<file path="config.mk">
export PLATFORM = sky130hd
export DESIGN_NAME = bitmap_frame_allocator_core
export DESIGN_NICKNAME = d
export VERILOG_FILES = /design/src/rtl/bfa_pkg.sv /design/src/rtl/bfa_ctrl.sv /design/src/rtl/bfa_datapath.sv /design/src/rtl/bitmap_frame_allocator_core.sv
export VERILOG_INCLUDE_DIRS = /design/src /design/src/rtl
export SDC_FILE = /design/constraint.sdc
export NUM_CORES = 2
export LEC_CHECK = 0
export BUFFER_PORTS_ARGS = -buffer_cell sky130_fd_sc_hd__buf_2
export CAP_MARGIN = 25
export CELL_PAD_IN_SITES_DETAIL_PLACEMENT = 0
export CELL_PAD_IN_SITES_GLOBAL_PLACEMENT = 1
export CORE_MARGIN = 5
export CORE_UTILIZATION = 55
export DETAILED_ROUTE_END_ITERATION = 6
export HOLD_SLACK_MARGIN = 0.08
export PLACE_DENSITY_LB_ADDON = 0.1
export SETUP_SLACK_MARGIN = 0.5
export SYNTH_ARGS = -nofsm -noshare
export SYNTH_HDL_FRONTEND = slang
export SYNTH_SLANG_ARGS = --single-unit
</file>
<file path="constraint.sdc">
create_clock -name clock -period 21.9 [get_ports clock]
set_input_delay 4.38 -clock clock [delete_from_list [all_inputs] [get_ports clock]]
set_output_delay 4.38 -clock clock [all_outputs]
set_load 0.01 [all_outputs]
</file>
<file path="src/rtl/bitmap_frame_allocator_core_defines.svh">
// Assertion macros shared by the frame allocator RTL.
// Included by the controller and the datapath; depends on nothing else.
`ifndef BITMAP_FRAME_ALLOCATOR_CORE_DEFINES_SVH
`define BITMAP_FRAME_ALLOCATOR_CORE_DEFINES_SVH

// Same-cycle implication, disabled while reset is high.
`define BFA_ASSERT_IMP(label, clk, rst, ante, cons, msg) \
   label: assert property (@(posedge clk) disable iff (rst) (ante) |-> (cons)) \
      else $error(msg);

// Next-cycle implication, disabled while reset is high.
`define BFA_ASSERT_NXT(label, clk, rst, ante, cons, msg) \
   label: assert property (@(posedge clk) disable iff (rst) (ante) |=> (cons)) \
      else $error(msg);

`endif

</file>
<file path="src/rtl/bfa_pkg.sv">
// Shared types and constants of the bitmap frame allocator.
// Used by bfa_ctrl, bfa_datapath and bitmap_frame_allocator_core; no dependencies.
package bfa_pkg;

   localparam int FRAME_W  = 10;
   localparam int COUNT_W  = 11;
   localparam int WORD_W   = 64;
   localparam int BIT_W    = 6;
   localparam int REQ_DATA_W = 16;
   localparam int RSP_DATA_W = 24;
   localparam logic [COUNT_W-1:0] COUNT_MAX = 11'd2047;

   typedef enum logic [1:0] {
      OP_ALLOC   = 2'd0,
      OP_FREE    = 2'd1,
      OP_RESERVE = 2'd2,
      OP_QUERY   = 2'd3
   } bfa_op_type;

   typedef enum logic [1:0] {
      ST_OK    = 2'd0,
      ST_NOMEM = 2'd1,
      ST_RANGE = 2'd2
   } bfa_status_type;

   typedef enum logic [1:0] {
      S_CLEAR = 2'd0,
      S_IDLE  = 2'd1,
      S_EXEC  = 2'd2
   } bfa_state_type;

   typedef struct packed {
      logic clear;
      logic load;
      logic advance;
      logic commit;
   } bfa_cmd_type;

   typedef struct packed {
      logic last_word;
      logic finish;
      logic out_free;
   } bfa_stat_type;

endpackage

</file>
<file path="src/rtl/bfa_ctrl.sv">
// Sequencer of the frame allocator: bitmap clear after reset, accept, word scan, result.
// Depends on bfa_pkg and bitmap_frame_allocator_core_defines.svh.
`include "bitmap_frame_allocator_core_defines.svh"

module bfa_ctrl (
   input  logic                 clock,
   input  logic                 reset,
   input  logic                 req_tvalid,
   output logic                 req_tready,
   input  bfa_pkg::bfa_stat_type stat,
   output bfa_pkg::bfa_cmd_type  cmd
);

   bfa_pkg::bfa_state_type state_ff;
   bfa_pkg::bfa_state_type state_in;

   always_ff @(posedge clock) begin
      if (reset) begin
         state_ff <= bfa_pkg::S_CLEAR;
      end else begin
         state_ff <= state_in;
      end
   end

   always_comb begin
      state_in   = state_ff;
      cmd        = '0;
      req_tready = 1'b0;
      case (state_ff)
         bfa_pkg::S_CLEAR: begin
            cmd.clear = 1'b1;
            if (stat.last_word) begin
               state_in = bfa_pkg::S_IDLE;
            end
         end
         bfa_pkg::S_IDLE: begin
            req_tready = 1'b1;
            if (req_tvalid) begin
               cmd.load = 1'b1;
               state_in = bfa_pkg::S_EXEC;
            end
         end
         bfa_pkg::S_EXEC: begin
            // A decided item waits here until the result register can take it.
            if (!stat.finish) begin
               cmd.advance = 1'b1;
            end else if (stat.out_free) begin
               cmd.commit = 1'b1;
               state_in   = bfa_pkg::S_IDLE;
            end
         end
         default: begin
            state_in = bfa_pkg::S_IDLE;
         end
      endcase
   end

   `BFA_ASSERT_IMP(a_commit_needs_slot, clock, reset, cmd.commit, stat.out_free, "commit while result register busy")
   `BFA_ASSERT_NXT(a_load_starts_exec, clock, reset, cmd.load, state_ff == bfa_pkg::S_EXEC, "accepted item did not start")

endmodule

</file>
<file path="src/rtl/bfa_datapath.sv">
// Datapath of the frame allocator: bitmap memory, word scan, count, limit and result register.
// Depends on bfa_pkg and bitmap_frame_allocator_core_defines.svh.
`include "bitmap_frame_allocator_core_defines.svh"

module bfa_datapath #(
   parameter int MAX_FRAMES = 1024
) (
   input  logic                              clock,
   input  logic                              reset,
   input  logic [1:0]                        req_tuser,
   input  logic [bfa_pkg::REQ_DATA_W-1:0]    req_tdata,
   output logic                              rsp_tvalid,
   input  logic                              rsp_tready,
   output logic [bfa_pkg::RSP_DATA_W-1:0]    rsp_tdata,
   output logic [1:0]                        rsp_tuser,
   input  logic                              csr_valid,
   input  logic [bfa_pkg::COUNT_W-1:0]       csr_data,
   input  bfa_pkg::bfa_cmd_type              cmd,
   output bfa_pkg::bfa_stat_type             stat
);

   localparam int MAP_WORDS = (MAX_FRAMES + 63) / 64;
   localparam int AW        = (MAP_WORDS > 1) ? $clog2(MAP_WORDS) : 1;
   localparam int BW        = AW + bfa_pkg::BIT_W;
   localparam int CW        = (BW > bfa_pkg::COUNT_W) ? BW + 1 : bfa_pkg::COUNT_W + 1;
   localparam int LIMIT_RST = (MAX_FRAMES < 1024) ? MAX_FRAMES : 1024;
   localparam logic [AW-1:0] LAST_WORD = AW'(MAP_WORDS - 1);

   logic [bfa_pkg::WORD_W-1:0] mem [MAP_WORDS];
   logic [bfa_pkg::WORD_W-1:0] rdata_ff;
   logic [bfa_pkg::WORD_W-1:0] wdata;
   logic                       mem_we;
   logic [AW-1:0]              rd_addr;
   logic [AW-1:0]              cur_word_ff;
   logic [AW-1:0]              cur_word_in;

   bfa_pkg::bfa_op_type        op_ff;
   logic [bfa_pkg::FRAME_W-1:0] fn_ff;
   logic [bfa_pkg::COUNT_W-1:0] limit_ff;
   logic [bfa_pkg::COUNT_W-1:0] limit_in;
   logic [bfa_pkg::COUNT_W-1:0] used_ff;
   logic [bfa_pkg::COUNT_W-1:0] used_in;

   logic                        rsp_valid_ff;
   logic [bfa_pkg::RSP_DATA_W-1:0] rsp_data_ff;
   logic [1:0]                  rsp_user_ff;

   logic [CW-1:0]               base_ext;
   logic [CW-1:0]               lim_ext;
   logic [CW-1:0]               span;
   logic                        word_live;
   logic                        span_full;
   logic [bfa_pkg::WORD_W-1:0]  mask;
   logic [bfa_pkg::WORD_W-1:0]  masked;
   logic                        any_free;
   logic [bfa_pkg::BIT_W-1:0]   first_idx;
   logic                        in_range;
   logic                        fn_bit;
   logic                        alloc_ok;
   logic [bfa_pkg::WORD_W-1:0]  new_word;
   logic                        word_dirty;
   logic [bfa_pkg::FRAME_W-1:0] res_frame;
   bfa_pkg::bfa_status_type     res_status;
   logic                        res_free;

   // Active limit is min(frame_count, MAX_FRAMES), kept already clamped.
   always_comb begin
      if (32'(csr_data) > MAX_FRAMES) begin
         limit_in = bfa_pkg::COUNT_W'(MAX_FRAMES);
      end else begin
         limit_in = csr_data;
      end
   end

   always_ff @(posedge clock) begin
      if (reset) begin
         limit_ff <= bfa_pkg::COUNT_W'(LIMIT_RST);
      end else if (csr_valid) begin
         limit_ff <= limit_in;
      end
   end

   // Scan window of the current word, clipped by the active limit.
   always_comb begin
      base_ext  = CW'({cur_word_ff, {bfa_pkg::BIT_W{1'b0}}});
      lim_ext   = CW'(limit_ff);
      word_live = base_ext < lim_ext;
      span      = lim_ext - base_ext;
      span_full = span >= CW'(bfa_pkg::WORD_W);
      for (int i = 0; i < bfa_pkg::WORD_W; i++) begin
         mask[i] = span_full || (span[bfa_pkg::BIT_W-1:0] > bfa_pkg::BIT_W'(i));
      end
      masked   = rdata_ff & mask;
      any_free = |masked;
      first_idx = '0;
      for (int i = bfa_pkg::WORD_W - 1; i >= 0; i--) begin
         if (masked[i]) begin
            first_idx = bfa_pkg::BIT_W'(i);
         end
      end
   end

   always_comb begin
      in_range   = bfa_pkg::COUNT_W'(fn_ff) < limit_ff;
      fn_bit     = rdata_ff[fn_ff[bfa_pkg::BIT_W-1:0]];
      alloc_ok   = word_live && any_free;
      new_word   = rdata_ff;
      word_dirty = 1'b0;
      res_frame  = fn_ff;
      res_status = bfa_pkg::ST_OK;
      res_free   = 1'b0;
      used_in    = used_ff;
      case (op_ff)
         bfa_pkg::OP_ALLOC: begin
            if (alloc_ok) begin
               new_word   = rdata_ff & ~(bfa_pkg::WORD_W'(1) << first_idx);
               word_dirty = 1'b1;
               res_frame  = bfa_pkg::FRAME_W'({cur_word_ff, first_idx});
               if (used_ff != bfa_pkg::COUNT_MAX) begin
                  used_in = used_ff + 1'b1;
               end
            end else begin
               res_frame  = '0;
               res_status = bfa_pkg::ST_NOMEM;
            end
         end
         bfa_pkg::OP_FREE: begin
            if (!in_range) begin
               res_status = bfa_pkg::ST_RANGE;
            end else begin
               new_word   = rdata_ff | (bfa_pkg::WORD_W'(1) << fn_ff[bfa_pkg::BIT_W-1:0]);
               word_dirty = 1'b1;
               if (used_ff != '0) begin
                  used_in = used_ff - 1'b1;
               end
            end
         end
         bfa_pkg::OP_RESERVE: begin
            if (!in_range) begin
               res_status = bfa_pkg::ST_RANGE;
            end else begin
               new_word   = rdata_ff & ~(bfa_pkg::WORD_W'(1) << fn_ff[bfa_pkg::BIT_W-1:0]);
               word_dirty = 1'b1;
            end
         end
         bfa_pkg::OP_QUERY: begin
            if (!in_range) begin
               res_status = bfa_pkg::ST_RANGE;
            end else begin
               res_free = fn_bit;
            end
         end
         default: begin
            res_status = bfa_pkg::ST_RANGE;
         end
      endcase
   end

   // An allocate goes on to the next word only while nothing is found and words remain.
   always_comb begin
      stat.last_word = cur_word_ff == LAST_WORD;
      stat.finish    = (op_ff != bfa_pkg::OP_ALLOC) || !word_live || any_free
                       || (cur_word_ff == LAST_WORD);
      stat.out_free  = !rsp_valid_ff || rsp_tready;
   end

   always_comb begin
      cur_word_in = cur_word_ff;
      rd_addr     = cur_word_ff;
      if (cmd.clear) begin
         cur_word_in = (cur_word_ff == LAST_WORD) ? '0 : cur_word_ff + 1'b1;
      end else if (cmd.load) begin
         if (bfa_pkg::bfa_op_type'(req_tuser) == bfa_pkg::OP_ALLOC) begin
            rd_addr = '0;
         end else begin
            rd_addr = AW'(req_tdata[bfa_pkg::FRAME_W-1:0] >> bfa_pkg::BIT_W);
         end
         cur_word_in = rd_addr;
      end else if (cmd.advance) begin
         rd_addr     = cur_word_ff + 1'b1;
         cur_word_in = rd_addr;
      end
      mem_we = cmd.clear || (cmd.commit && word_dirty);
      wdata  = cmd.clear ? '1 : new_word;
   end

   always_ff @(posedge clock) begin
      if (mem_we) begin
         mem[cur_word_ff] <= wdata;
      end
      rdata_ff <= mem[rd_addr];
   end

   always_ff @(posedge clock) begin
      if (reset) begin
         cur_word_ff <= '0;
         used_ff     <= '0;
      end else begin
         cur_word_ff <= cur_word_in;
         if (cmd.commit) begin
            used_ff <= used_in;
         end
      end
   end

   always_ff @(posedge clock) begin
      if (cmd.load) begin
         op_ff <= bfa_pkg::bfa_op_type'(req_tuser);
         fn_ff <= req_tdata[bfa_pkg::FRAME_W-1:0];
      end
   end

   always_ff @(posedge clock) begin
      if (reset) begin
         rsp_valid_ff <= 1'b0;
      end else if (cmd.commit) begin
         rsp_valid_ff <= 1'b1;
      end else if (rsp_tready) begin
         rsp_valid_ff <= 1'b0;
      end
   end

   always_ff @(posedge clock) begin
      if (cmd.commit) begin
         rsp_data_ff <= bfa_pkg::RSP_DATA_W'({used_in, res_free, res_frame});
         rsp_user_ff <= res_status;
      end
   end

   assign rsp_tvalid = rsp_valid_ff;
   assign rsp_tdata  = rsp_data_ff;
   assign rsp_tuser  = rsp_user_ff;

   `BFA_ASSERT_NXT(a_count_holds, clock, reset, !cmd.commit, $stable(used_ff), "used count moved without a commit")
   `BFA_ASSERT_NXT(a_alloc_counts, clock, reset, cmd.commit && op_ff == bfa_pkg::OP_ALLOC && alloc_ok && used_ff != bfa_pkg::COUNT_MAX, used_ff == bfa_pkg::COUNT_W'($past(used_ff) + 1'b1), "grant not counted")

endmodule

</file>
<file path="src/rtl/bitmap_frame_allocator_core.sv">
// First-fit physical frame allocator over a free bitmap held in a 64-bit-wide memory
// of ceil(MAX_FRAMES/64) words. After reset a clearing pass over every word marks every
// frame free; no item is taken during it, configuration writes are.
// One item is worked at a time. Free, reserve and query read one bitmap word, rewrite it
// for an in-range free or reserve, and pass their result from the registered word read
// into the output register once that register can take it. Allocate reads one bitmap word
// per cycle from word 0 until it finds a free frame below the active limit or runs out
// of live words, then waits in the same way for the output register.
// The next item is accepted in the cycle after the result enters the output register,
// even while that result is still waiting.
// Depends on bfa_pkg, bfa_ctrl and bfa_datapath.

module bitmap_frame_allocator_core #(
   parameter int MAX_FRAMES = 1024
) (
   input  logic        clock,
   input  logic        reset,
   input  logic        req_tvalid,
   output logic        req_tready,
   input  logic [15:0] req_tdata,   // [9:0] frame_number, rest zero
   input  logic [1:0]  req_tuser,   // [1:0] opcode
   output logic        rsp_tvalid,
   input  logic        rsp_tready,
   output logic [23:0] rsp_tdata,   // [9:0] frame, [10] frame_is_free, [21:11] used_count
   output logic [1:0]  rsp_tuser,   // [1:0] status
   input  logic        csr_valid,
   output logic        csr_ready,
   input  logic [10:0] csr_data     // frame_count
);

   bfa_pkg::bfa_cmd_type  cmd;
   bfa_pkg::bfa_stat_type stat;

   // The limit register takes a write in any cycle.
   assign csr_ready = 1'b1;

   bfa_ctrl u_ctrl (
      .clock      (clock),
      .reset      (reset),
      .req_tvalid (req_tvalid),
      .req_tready (req_tready),
      .stat       (stat),
      .cmd        (cmd)
   );

   bfa_datapath #(
      .MAX_FRAMES (MAX_FRAMES)
   ) u_datapath (
      .clock      (clock),
      .reset      (reset),
      .req_tuser  (req_tuser),
      .req_tdata  (req_tdata),
      .rsp_tvalid (rsp_tvalid),
      .rsp_tready (rsp_tready),
      .rsp_tdata  (rsp_tdata),
      .rsp_tuser  (rsp_tuser),
      .csr_valid  (csr_valid),
      .csr_data   (csr_data),
      .cmd        (cmd),
      .stat       (stat)
   );

endmodule

</file>
==> out/summary.md <==
The flow ran to the end, but the final reports show violations. The final reports fail on design-rule violations. The region available for standard cell placement spans 0.100 mm^2. The setup clock skew after layout is 45.4 ps. The net switching fraction of the power is 25.3%. The cell sitting at the root of the clock tree is a clkbuf_16. In this design, the stage delay of the slowest critical-path cell is 890 ps. The number of gates resized after CTS was 0. Of all cell types, the one taking the most synthesized area is edfxtp_1. The multi-input combinational cell area was 0.0195 mm^2. Pin placement for this block handled 63 I/O pins. The sum of negative setup slack is 0 ps, and the number of cells traversed by the worst register-to-register path is 18.

The number of pins exceeding their max-slew limit in the final report is 0. The critical path in this run is classified as input port to register. The count of nets left with antenna violations after detail routing is 0, and the clock share of power is 40.6%. The final critical path takes up 45.5% of the cycle.

After detailed routing, the total wire length is 184 mm. After detailed routing, the average wire length per cell comes to 31.4 um. The area used by sequential logic in the layout came out at 0.0337 mm^2. Of all flip-flops after synthesis, the portion carrying an async set or reset was 0%. Global routing finished with a remaining overflow of 0.

For the initial antenna violation count, the log shows 3. The nature of the critical path endpoint was a register. The cell count along the critical path works out to 13.

Effective utilization at floorplan: 55.3%. The shortest clock period the worst path allows after layout works out to 9970 ps. In the final design database the tool counted 4522 nets. The post-synth design cell area was 0.0553 mm^2; the layout overhead on the synthesized area was 9.07%.

Gate count of the mapped netlist: 4701. The required time of the critical path was 22560 ps; the number of fill cells was 7984. The tools report the number of DRC markers in iteration 0 as 6457. Setup violations remaining at the end of the flow were counted as 0. By area the synthesized netlist is led by edfxtp_1, o211ai_1, a21oi_1. The tools report the DRC violations left as 1. Measured against its own limit, the worst slew margin works out to 16.0%. The kind of path behind the tightest hold check was register to register. The post-route netlist has 10.5% of its cells at a drive strength greater than 1. Across the run, the number of max-cap violations was 0. The pre-antenna-repair detailed-routing pass consisted of 7 iterations. Among cell families on the critical path, the largest total delay comes from buffers and inverters.

The run gives 5.02 mW as the power after layout. The critical path endpoint was u_datapath.rdata_ff[39]. The power per cell area was 83.2 mW/mm^2. In this run the worst setup path begins at req_tvalid. The floorplan step set the die width to 327 um. The Yosys step of the flow raised 0 warnings. Once the clock tree was built, the setup fixing pass inserted 0 buffers.

For the maximum clock rate, the log shows 0.100 GHz. In this run the worst path has a maximum fanout of 143. The cell depth of the worst min-delay path is 2. The insertion delay of the later-clocked pin in the worst-skew pair is 730 ps, and the internal power is 3.75 mW. Counting along the longest clock path gives a buffer depth of 3.

Global routing consumed, over all layers together, 33.2% of the routing resources. The detailed placement HPWL was 95.5 mm. The count of flip-flops with a built-in enable after synthesis was 1060; the number of global-route vias before repair was 40200. The data arrival at the endpoint of the critical path was 10630 ps.

TritonCTS built the clock tree. Number of sinks driven by the clock tree: 1153. Mean number of vias per cell: 7.31. The routability-driven placement congestion ratio is 0.990.

The slowest stage of the critical path belongs to the cell buf_4. In this run, CTS created clock tree buffers numbering 117. At the pin with the least slew margin, the transition time is 1260 ps.

The floorplan has 116 rows. The full die area was 0.107 mm^2. The signal on the critical path passes through buf_2 > nand2_1 > inv_8 > buf_4 > buf_4 > buf_4 > buf_4 > buf_16 > buf_4 > o211ai_1 > a21oi_1 > o21ai_0 > nand4_1. The total of flip-flops plus latches after synthesis was 1153; the number of distinct library cell variants in the gate-level netlist after synthesis was 99. Maximum number of pins on one net before global-route repair: 247.

Setup repair after global routing left no endpoint under its margin. The hold buffer count at CTS came out at 0. Counting stages on the worst path, the most repeated cell is buf_4.

For the count of final hold-check violations, the log shows 0. The startpoint type of the worst setup path is an input port. Summed over all cells, the static leakage comes to 16.6 nW.

The first global-routing pass estimated 271 mm of wire. Across the VDD grid, the largest voltage drop is 0.0764 mV. The share of Yosys cell area claimed by the top area cell type is 57.5%. The post-synthesis average cell area is 11.8 um^2. Counting both buffers and inverters, the worst setup path holds a total of 8. Sequential cells account for 49.8% of the total power. From bottom edge to top edge, the die measures 327 um. The number of buffers added on ports was 53.

For this design the total switching power over the nets is 1.27 mW. The logs give 9.6% for the share of power burned in combinational logic and 60.9% for the sequential share of the synthesized area. Across all layers, the routed design uses 42900 vias. Among all flip-flop cells after synthesis, the most frequent one is edfxtp_1. In this run the register-to-register setup slack is 13580 ps. The CTS H-tree depth is 3.

Origin of the critical flop-to-flop path: u_datapath.cur_word_ff[0]. After clock tree synthesis, the clock-pin slew on the worst setup and hold paths is 60 ps. The worst register-to-register path ends at u_datapath.rdata_ff[34].
## logic make-up (layout without fill, tap and decap cells)
| group | Yosys count | after routing | share of synthesized area [%] |
|---|---|---|---|
| compound gates | 2317 | 2317 | 27.4 |
| xor+xnor | 6 | 6 | 0.197 |
| fa+ha+maj | 27 | 27 | 0.624 |
| buf+inv | 584 | 447 | 4.22 |
| flops | 1153 | 1153 | 60.9 |
| mux | 28 | 28 | 0.986 |
| other cells | 2 | 5 | 0.0136 |
| simple gates | 584 | 584 | 5.61 |
## tightest hold or removal path: cells and delay by family, from the launching register on
| kind | cells | cell delay [ps] |
|---|---|---|
| and+or+nand+nor | 1 | 60 |
| DFF | 1 | 310 |
| AOI/OAI and AO/OA | 1 | 60 |
## worst min-delay path by stage
stage	start	to	slack (ps)
finish	u_datapath.limit_ff[6]	u_datapath.limit_ff[6]	490
global route	u_datapath.limit_ff[6]	u_datapath.limit_ff[6]	500
CTS	u_datapath.limit_ff[6]	u_datapath.limit_ff[6]	480
detailed placement	u_datapath.limit_ff[6]	u_datapath.limit_ff[6]	470
global placement	u_datapath.limit_ff[6]	u_datapath.limit_ff[6]	460
floorplan	u_datapath.used_ff[6]	u_datapath.used_ff[6]	450
## sequential cells by signal, summed over array words and instances (netlist names)
| register | count |
|---|---|
| u_datapath.rsp_tdata | 22 |
| u_ctrl.state_ff | 2 |
| u_datapath.rsp_tvalid | 1 |
| u_datapath.fn_ff | 10 |
| u_datapath.rsp_tuser | 2 |
| u_datapath.limit_ff | 11 |
| u_datapath.mem | 1024 |
| u_datapath.used_ff | 11 |
| u_datapath.op_ff | 2 |
| u_datapath.rdata_ff | 64 |
| u_datapath.cur_word_ff | 4 |
## layout make-up
cell class / instances / area share (%)
multi-input combinational: 2965 / 32.3
inverter: 46 / 0.299
clock buffer: 170 / 5.45
sequential: 1153 / 55.8
clock inverter: 53 / 1.10
tap: 1298 / 2.69
antenna: 2 / 0.00830
timing repair buffer: 178 / 2.28
## layer usage
layer  share of wire, %  track usage, %
met5                  0               0
met4                3.2            10.2
met3                9.3            5.39
met2                 46            51.1
met1                 42            48.9
## power by group through the flow
stage / clock network (mW) / logic, mW / registers (mW)
2_1_floorplan: 0 / 0.332 / 2.49
3_3_place_gp: 0 / 0.474 / 2.54
3_5_place_dp: 0 / 0.474 / 2.54
4_1_cts: 2.06 / 0.476 / 2.49
5_1_grt: 2.15 / 0.518 / 2.50
6_report: 2.04 / 0.484 / 2.50
## cells in the mapped netlist, drive strengths merged (29+ instances only)
cell type	count
and3	29
nand2	121
o211ai	1046
inv	46
a31oi	33
dfxtp	93
o21ai	378
buf	92
edfxtp	1060
nand4	97
nand3	49
clkbuf	446
a21oi	623
nor2	119
## stage by stage
step                      utilization (%)  instances  area (um^2)  setup slack [ps]  hold WS [ps]
final                                60.3       5865        60300             11930           485
after global routing                 60.3       5865        60300             11520           496
after CTS                            60.2       5857        60200             11800           483
after detailed placement             56.3       5634        56300             10960           472
after global placement               56.2       5626        56200             11080           465
after floorplan                         -       4702        55300             11420           445
## placed cells by master, fill, tap and decap left out, types with 96 or more instances in the layout
cell type / count
nand2_1: 117
clkbuf_16: 117
o21ai_1: 269
o211ai_1: 1044
nor2_1: 117
buf_4: 110
nand4_1: 96
o21ai_0: 105
edfxtp_1: 1060
a21oi_1: 621
Note: power is estimated with default switching activity, not from simulation.
